===== config.mk =====
export PLATFORM = sky130hd
export DESIGN_NAME = multiset_count_table_core
export DESIGN_NICKNAME = d
export VERILOG_FILES = /design/src/hw/rtl/mct_pkg.sv /design/src/hw/rtl/multiset_count_table_core.sv
export SDC_FILE = /design/constraint.sdc
export NUM_CORES = 2
export LEC_CHECK = 0
export BUFFER_PORTS_ARGS = -buffer_cell sky130_fd_sc_hd__buf_2
export CORE_UTILIZATION = 35
export CTS_CLUSTER_DIAMETER = 200
export DETAILED_ROUTE_END_ITERATION = 7
export GPL_ROUTABILITY_DRIVEN = 0
export GPL_TIMING_DRIVEN = 0
export SYNTH_ARGS = -nofsm -noshare
export SYNTH_HDL_FRONTEND = slang
export SYNTH_SLANG_ARGS = --single-unit

===== constraint.sdc =====
create_clock -name clk -period 10.6 [get_ports clk]
set_input_delay 1.06 -clock clk [delete_from_list [all_inputs] [get_ports clk]]
set_output_delay 1.06 -clock clk [all_outputs]
set_load 0.05 [all_outputs]

===== src/hw/rtl/mct_pkg.sv =====
// Package for the multiset counting table: codes, field widths, output layout
// and the sequencer state type. Used by the core and its checker.
package mct_pkg;

	localparam int ENTRIES_DEF  = 64;
	localparam int KEY_BITS_DEF = 32;

	localparam int OP_W   = 2;
	localparam int STAT_W = 2;
	localparam int CNT_W  = 31;
	localparam int DIST_W = 7;

	localparam logic [CNT_W-1:0] CNT_MAX = {CNT_W{1'b1}};

	localparam logic [OP_W-1:0] OP_INSERT = 2'd0;
	localparam logic [OP_W-1:0] OP_DELETE = 2'd1;
	localparam logic [OP_W-1:0] OP_QUERY  = 2'd2;

	localparam logic [STAT_W-1:0] STAT_DONE    = 2'd0;
	localparam logic [STAT_W-1:0] STAT_IGNORED = 2'd1;
	localparam logic [STAT_W-1:0] STAT_FULL    = 2'd2;

	// Result layout in m_tdata, lowest bits first.
	localparam int OUT_BITS   = STAT_W + CNT_W + DIST_W + CNT_W;
	localparam int M_TDATA_W  = ((OUT_BITS + 7) / 8) * 8;
	localparam int OUT_ST_LSB = 0;
	localparam int OUT_ST_MSB = OUT_ST_LSB + STAT_W - 1;
	localparam int OUT_KC_LSB = OUT_ST_MSB + 1;
	localparam int OUT_KC_MSB = OUT_KC_LSB + CNT_W - 1;
	localparam int OUT_DK_LSB = OUT_KC_MSB + 1;
	localparam int OUT_DK_MSB = OUT_DK_LSB + DIST_W - 1;
	localparam int OUT_TC_LSB = OUT_DK_MSB + 1;
	localparam int OUT_TC_MSB = OUT_TC_LSB + CNT_W - 1;

	typedef enum logic [1:0] {
		SM_IDLE,
		SM_SCAN,
		SM_DRAIN,
		SM_UPDATE
	} mct_state_t;

endpackage


===== src/hw/rtl/multiset_count_table_core.sv =====
// Top level of the multiset counting table: a scanning sequencer over a key
// and count memory, with valid flags in flip-flops. Depends on mct_pkg.
//
// Usage:
// Requests arrive on the s_tvalid/s_tready/s_tdata channel; each carries an
// opcode (insert, delete, query), a signed key and an amount. Every request
// yields exactly one result on m_tvalid/m_tready/m_tdata: a status, the key's
// count after the request, the number of distinct keys and the saturating
// total of all counts.
// A request is handled by one compare unit that walks the table, one entry
// per cycle through a registered memory read, then passes the drain state and
// commits in the update state, which registers m_tvalid. s_tready is high
// only while no request is in work, so a new request is taken only once the
// last one has left the update state.
// The result sits in an output register. While the receiver stalls, a new
// request can still be accepted and scanned; its commit waits until the
// output register is free, so nothing is lost or overwritten.
// Reset clears the valid flags, the distinct count and the total in one step;
// no clearing pass is needed and a request can be taken right after reset.
module multiset_count_table_core #(
	parameter int ENTRIES  = mct_pkg::ENTRIES_DEF,
	parameter int KEY_BITS = mct_pkg::KEY_BITS_DEF,
	localparam int S_TDATA_W =
		((mct_pkg::OP_W + KEY_BITS + mct_pkg::CNT_W + 7) / 8) * 8
) (
	input  logic                          clk,
	input  logic                          arst_n,
	input  logic                          s_tvalid,
	output logic                          s_tready,
	// s_tdata fields, lowest bit first: opcode, key, amount, zero fill.
	input  logic [S_TDATA_W-1:0]          s_tdata,
	output logic                          m_tvalid,
	input  logic                          m_tready,
	// m_tdata fields, lowest bit first: status, key_count, distinct_keys,
	// total_count, zero fill.
	output logic [mct_pkg::M_TDATA_W-1:0] m_tdata
);
	import mct_pkg::*;

	localparam int IDX_W = $clog2(ENTRIES);
	localparam int DST_W = $clog2(ENTRIES + 1);
	localparam logic [IDX_W-1:0] LAST_IDX = IDX_W'(ENTRIES - 1);
	localparam logic [KEY_BITS-1:0] KEY_RESERVED = {1'b1, {(KEY_BITS-1){1'b0}}};
	localparam int PAD_W = M_TDATA_W - OUT_BITS;

	// Request fields.
	logic [OP_W-1:0]     req_op;
	logic [KEY_BITS-1:0] req_key;
	logic [CNT_W-1:0]    req_amt;

	assign req_op  = s_tdata[0 +: OP_W];
	assign req_key = s_tdata[OP_W +: KEY_BITS];
	assign req_amt = s_tdata[OP_W + KEY_BITS +: CNT_W];

	mct_state_t state_q, state_d;

	logic [OP_W-1:0]     op_q;
	logic [KEY_BITS-1:0] key_q;
	logic [CNT_W-1:0]    amt_q;
	logic [IDX_W-1:0]    idx_q;

	// Memory read stage.
	logic                chk_s1;
	logic                chk_vld_s1;
	logic [IDX_W-1:0]    chk_idx_s1;
	logic [KEY_BITS-1:0] rd_key_s1;
	logic [CNT_W-1:0]    rd_cnt_s1;

	// Scan results.
	logic             hit_q;
	logic [IDX_W-1:0] hit_idx_q;
	logic [CNT_W-1:0] hit_cnt_q;
	logic             free_q;
	logic [IDX_W-1:0] free_idx_q;

	logic [ENTRIES-1:0] valid_q;
	logic [DST_W-1:0]   distinct_q;
	logic [CNT_W-1:0]   sum_q;

	logic                 m_tvalid_q;
	logic [M_TDATA_W-1:0] m_tdata_q;

	logic [KEY_BITS-1:0] key_mem [ENTRIES];
	logic [CNT_W-1:0]    cnt_mem [ENTRIES];

	// Commit-stage decisions.
	logic                accept;
	logic                out_free;
	logic                commit;
	logic                ign;
	logic [CNT_W-1:0]    room;
	logic [CNT_W-1:0]    add_amt;
	logic [CNT_W-1:0]    sum_room;
	logic [CNT_W-1:0]    sum_add;
	logic [CNT_W-1:0]    sum_inc;
	logic [CNT_W-1:0]    rem;
	logic [CNT_W-1:0]    sum_dec;
	logic [STAT_W-1:0]   res_status;
	logic [CNT_W-1:0]    res_kc;
	logic [DST_W-1:0]    res_distinct;
	logic [CNT_W-1:0]    res_sum;
	logic                wr_en;
	logic [IDX_W-1:0]    wr_idx;
	logic [CNT_W-1:0]    wr_cnt;
	logic                set_valid;
	logic                clr_valid;

	assign s_tready = (state_q == SM_IDLE);
	assign accept   = s_tvalid && s_tready;
	assign out_free = !m_tvalid_q || m_tready;
	assign commit   = (state_q == SM_UPDATE) && out_free;
	assign m_tvalid = m_tvalid_q;
	assign m_tdata  = m_tdata_q;

	always_ff @(posedge clk or negedge arst_n) begin
		if (!arst_n) begin
			state_q <= SM_IDLE;
		end else begin
			state_q <= state_d;
		end
	end

	always_comb begin
		state_d = state_q;
		unique case (state_q)
			SM_IDLE: begin
				if (accept) begin
					state_d = SM_SCAN;
				end
			end
			SM_SCAN: begin
				if (idx_q == LAST_IDX) begin
					state_d = SM_DRAIN;
				end
			end
			SM_DRAIN: begin
				state_d = SM_UPDATE;
			end
			SM_UPDATE: begin
				if (out_free) begin
					state_d = SM_IDLE;
				end
			end
			default: begin
				state_d = SM_IDLE;
			end
		endcase
	end

	// Request capture and scan bookkeeping.
	always_ff @(posedge clk or negedge arst_n) begin
		if (!arst_n) begin
			idx_q      <= '0;
			chk_s1     <= 1'b0;
			hit_q      <= 1'b0;
			free_q     <= 1'b0;
		end else begin
			chk_s1 <= (state_q == SM_SCAN);
			if (accept) begin
				idx_q  <= '0;
				hit_q  <= 1'b0;
				free_q <= 1'b0;
			end
			if (state_q == SM_SCAN) begin
				idx_q <= idx_q + 1'b1;
				if (!free_q && !valid_q[idx_q]) begin
					free_q <= 1'b1;
				end
			end
			// The compare runs in the cycle after the memory read is addressed.
			if (chk_s1 && chk_vld_s1 && !hit_q && (rd_key_s1 == key_q)) begin
				hit_q <= 1'b1;
			end
		end
	end

	always_ff @(posedge clk) begin
		if (accept) begin
			op_q  <= req_op;
			key_q <= req_key;
			amt_q <= req_amt;
		end
		chk_idx_s1 <= idx_q;
		chk_vld_s1 <= valid_q[idx_q];
		if ((state_q == SM_SCAN) && !free_q && !valid_q[idx_q]) begin
			free_idx_q <= idx_q;
		end
		if (chk_s1 && chk_vld_s1 && !hit_q && (rd_key_s1 == key_q)) begin
			hit_idx_q <= chk_idx_s1;
			hit_cnt_q <= rd_cnt_s1;
		end
	end

	// Table memory: one write port, one registered read port.
	always_ff @(posedge clk) begin
		if (commit && wr_en) begin
			cnt_mem[wr_idx] <= wr_cnt;
			if (set_valid) begin
				key_mem[wr_idx] <= key_q;
			end
		end
		rd_key_s1 <= key_mem[idx_q];
		rd_cnt_s1 <= cnt_mem[idx_q];
	end

	always_comb begin
		ign      = (key_q == KEY_RESERVED) || (amt_q == '0);
		room     = CNT_MAX - hit_cnt_q;
		add_amt  = (amt_q > room) ? room : amt_q;
		sum_room = CNT_MAX - sum_q;
		sum_add  = hit_q ? add_amt : amt_q;
		sum_inc  = (sum_add > sum_room) ? CNT_MAX : (sum_q + sum_add);
		rem      = (amt_q >= hit_cnt_q) ? hit_cnt_q : amt_q;
		sum_dec  = (sum_q >= rem) ? (sum_q - rem) : '0;

		res_status   = STAT_DONE;
		res_kc       = hit_q ? hit_cnt_q : '0;
		res_distinct = distinct_q;
		res_sum      = sum_q;
		wr_en        = 1'b0;
		wr_idx       = hit_idx_q;
		wr_cnt       = hit_cnt_q;
		set_valid    = 1'b0;
		clr_valid    = 1'b0;

		case (op_q)
			OP_INSERT: begin
				if (ign) begin
					res_status = STAT_IGNORED;
				end else if (hit_q) begin
					wr_en   = 1'b1;
					wr_cnt  = hit_cnt_q + add_amt;
					res_kc  = hit_cnt_q + add_amt;
					res_sum = sum_inc;
				end else if (!free_q) begin
					res_status = STAT_FULL;
				end else begin
					wr_en        = 1'b1;
					wr_idx       = free_idx_q;
					wr_cnt       = amt_q;
					set_valid    = 1'b1;
					res_kc       = amt_q;
					res_distinct = distinct_q + 1'b1;
					res_sum      = sum_inc;
				end
			end
			OP_DELETE: begin
				if (ign || !hit_q) begin
					res_status = STAT_IGNORED;
				end else if (rem == hit_cnt_q) begin
					// Every copy removed: the entry is freed.
					clr_valid    = 1'b1;
					res_kc       = '0;
					res_sum      = sum_dec;
					res_distinct = (distinct_q != '0) ? distinct_q - 1'b1 : distinct_q;
				end else begin
					wr_en   = 1'b1;
					wr_cnt  = hit_cnt_q - rem;
					res_kc  = hit_cnt_q - rem;
					res_sum = sum_dec;
				end
			end
			default: begin
			end
		endcase
	end

	always_ff @(posedge clk or negedge arst_n) begin
		if (!arst_n) begin
			valid_q    <= '0;
			distinct_q <= '0;
			sum_q      <= '0;
			m_tvalid_q <= 1'b0;
		end else begin
			if (commit) begin
				m_tvalid_q <= 1'b1;
				distinct_q <= res_distinct;
				sum_q      <= res_sum;
				if (set_valid) begin
					valid_q[wr_idx] <= 1'b1;
				end else if (clr_valid) begin
					valid_q[wr_idx] <= 1'b0;
				end
			end else if (m_tready) begin
				m_tvalid_q <= 1'b0;
			end
		end
	end

	always_ff @(posedge clk) begin
		if (commit) begin
			m_tdata_q <= {{PAD_W{1'b0}}, res_sum, DIST_W'(res_distinct), res_kc, res_status};
		end
	end

endmodule


==> flow_summary_export.csv <==
group,metric,value,unit
min_path,worstHoldStart,"s_tdata[33]",
drt,viasPerCell,6.16,
sta,fmax,101,MHz
setup_path,reg2reg_to,"cnt_mem[27][15]",
sta,slew_viol_final,74,
final_layout,design_area,0.211,mm^2
setup_path,crit_fanout,13,
clocking,clockBufferDepth,4,
sta,worstMarginPinSlew,1.60,ns
yosys,ys_types,103,
min_path,hold_path.class,"primary input to flop",
floorplanning,dieArea,0.513,mm^2
sta,rsz0062_at_grt,"no",
floorplanning,initial_core_util,35.1,%
yosys,syn_nets,9473,
grt,grt_first_pass_wirelength,866000,um
placement,dpl_cell_area,0.197,mm^2
drt,wirelength,649000,um
drt,drt-initial-drc-count,18800,
power,finalPower,52800,uW
setup_path,regToRegStartpoint,"hit_cnt_q[12]",
placement,place_inst,16400,
setup_path,critPathLaunchType,"flop",
grt,grt_max_degree,91,
drt,dr.pass1.iters,8,
grt,grt_overflow,0,
run_status,failed_checks,"DRC, capacitance limit, slew limit",
yosys,synthCells,9200,
grt,antenna_found_initial,79,
drt,vias,106000,
setup_path,setup.worst_path.end_class,"flop",
floorplanning,rows,262,
floorplanning,core,0.509,mm^2
sta,clock_skew,0.0654,ns
floorplanning,die_x,716,um
clocking,cts_tree,"done",
final_layout,multi_input_comb_area,0.0466,mm^2
clocking,clock_sinks,4395,
setup_path,reg2reg_depth,23,
final_layout,layout.cells.non_filler,17300,
setup_path,crit_arrival,10.64,ns
yosys,yosysWarnings,0,
grt,grt_pass1_vias,101000,
grt,grt_use_total,24.7,%
drt,ant_nets,0,
flow_run,drv_cap,7,
sta,hold_viol,0,
yosys,synth_edf_count,4211,
final_layout,layout_commonest_cell,"edfxtp_1",
yosys,synth-seq-cells,4395,
min_path,whs_endpoint,"key_q[31]",
clocking,clk_latency,1.06,ns
placement,post-dp-hpwl,461000,um
final_layout,syn_to_final_growth,18.1,%
final_layout,layout.nets,10400,
clocking,cts_hold_buf,1,
yosys,syn_area,0.179,mm^2
final_layout,seq_area,0.131,mm^2
drt,wl_per_cell,37.6,um
clocking,cts_setup_buffers,0,
final_layout,fill_cells,44100,
power,p_leak,0.0677,uW
clocking,ctsResizeCount,0,
min_path,hold_path_depth,1,
yosys,synth.avg_cell_area,19.4,um^2
clocking,root_buffer,"clkbuf_16",
power,peakVddDrop,0.180,mV
sta,slew_headroom,-6.38,%
clocking,clk_pin_slew,0.07,ns
clocking,numCtsBuffers,439,
floorplanning,dieHeight,716,um
yosys,ys_seq_area_share,73.2,%
yosys,ys.flop_type,"edfxtp_1",
sta,tns,0,ns
sta,final-setup-viol-count,0,
sta,timing.final.crit_share,93.8,%
clocking,htreeDepth,5,
yosys,synthTopCellsByArea,"edfxtp_1 (71%), mux4_2 (13%), mux2i_1 (2.4%)",
setup_path,cp-startpoint,"hit_cnt_q[12]",
yosys,synth_top_area_share,70.8,%
drt,drc,21,
final_layout,drive_above_1_share,24.9,%
setup_path,worstPathRequired,11.29,ns
power,powerDensity,250,mW/mm^2
setup_path,crit_type,"flop to flop",
placement,io_buffers,141,
final_layout,final_cell_mix,"edfxtp_1 (4211), mux4_2 (1034), clkbuf_16 (443), mux2i_1 (434), a21oi_1 (337)",
yosys,synthArstFlopShare,2.59,%
setup_path,rrSetupSlack,0.65,ns
yosys,yosysTopAreaCell,"edfxtp_1",
floorplanning,io_pins,150,
run_status,status,"finished with violations",
sta,post-route-min-period,9.95,ns
## stage by stage
stage | utilization (%) | hold slack [ns] | worst slack [ns]
global route | 41.5 | 0.199 | 0.805
CTS | 41.5 | 0.153 | 1.08
detailed placement | 38.6 | 0.380 | 1.14
global placement | 36.9 | 0.375 | -5.93
finish | 41.5 | 0.182 | 0.653
floorplan | - | 0.361 | 0.938
## cell usage after synthesis (112+ instances only)
cell,n
a21oi_1,338
mux4_2,1034
edfxtp_1,4211
o21ai_0,184
buf_2,114
o221ai_1,205
mux2i_1,434
buf_1,112
ha_1,193
o22ai_1,116
dfrtp_1,114
clkbuf_1,273
nor2_1,371
nand2_1,287
## registers in the layout, indices dropped and copies added (netlist names), 2 cells and up, named ones only
name and flops:
rd_key_s1 32, hit_cnt_q 31, op_q 2, key_q 32
state_q 2, sum_q 31, rd_cnt_s1 31, hit_idx_q 6
m_tdata 71, free_idx_q 6, chk_idx_s1 6, key_mem 2048
idx_q 6, cnt_mem 1984, amt_q 31, distinct_q 7
## layout make-up
class / count / area share, %
multi-input combinational: 4195 / 22.1
antenna: 23 / 0.0273
clock buffer: 549 / 5.55
inverter: 95 / 0.171
sequential: 4395 / 61.9
buffer: 515 / 1.05
tap: 6732 / 3.99
timing repair buffer: 504 / 3.96
clock inverter: 261 / 1.25
## worst max-delay path, stage by stage, from the launching register on
cell and delay [ns]:
edfxtp_1 0.62, inv_1 0.25, ha_1 0.37, a21o_1 0.19, a21oi_1 0.17, nor2b_1 0.07
o41ai_1 0.68, a31oi_1 0.36, nor2_1 0.73, clkbuf_1 0.72, mux2i_1 0.53, ha_1 0.33
clkbuf_1 0.28, nand4_1 0.29, nor3_1 0.07, and4_1 0.25, o21ai_1 0.25, buf_2 0.38
a31oi_1 0.19, nor2_1 0.59, nand2_1 0.77, nor2_4 0.92, buf_12 0.29, buf_12 0.20
## worst max-delay path by stage
stage / slack, ns / endpoint / cells past startpoint
floorplan: 0.94 / cnt_mem[0][28] / 22
global placement: -5.93 / cnt_mem[48][28] / 21
detailed placement: 1.14 / cnt_mem[25][22] / 23
CTS: 1.08 / cnt_mem[25][15] / 23
global route: 0.80 / cnt_mem[27][15] / 23
finish: 0.65 / cnt_mem[27][15] / 23
## metal layers
metal / track usage (%) / wire (um)
met5: 0 / 325
met4: 12.0 / 37600
met3: 6.65 / 87700
met2: 37.9 / 290000
met1: 32.6 / 233000
## cells by family after synthesis
logic type / Yosys count / synth area share, %
and+or+nand+nor: 1000 / 2.57
other: 1 / 0.00210
buffers and inverters: 610 / 1.40
xor gates and xnor gates: 134 / 0.657
muxes: 1518 / 15.8
DFF: 4395 / 73.2
adders and majority gates: 197 / 1.40
AOI/OAI and AO/OA: 1345 / 5.02
## power breakdown
part | internal, uW | leakage, uW | total, uW | switching, uW
clock | 8880 | 0.00699 | 15700 | 6830
sequential | 20100 | 0.0400 | 20400 | 391
combinational | 5960 | 0.0207 | 16600 | 10700
Note: power is estimated with default switching activity, not from simulation.
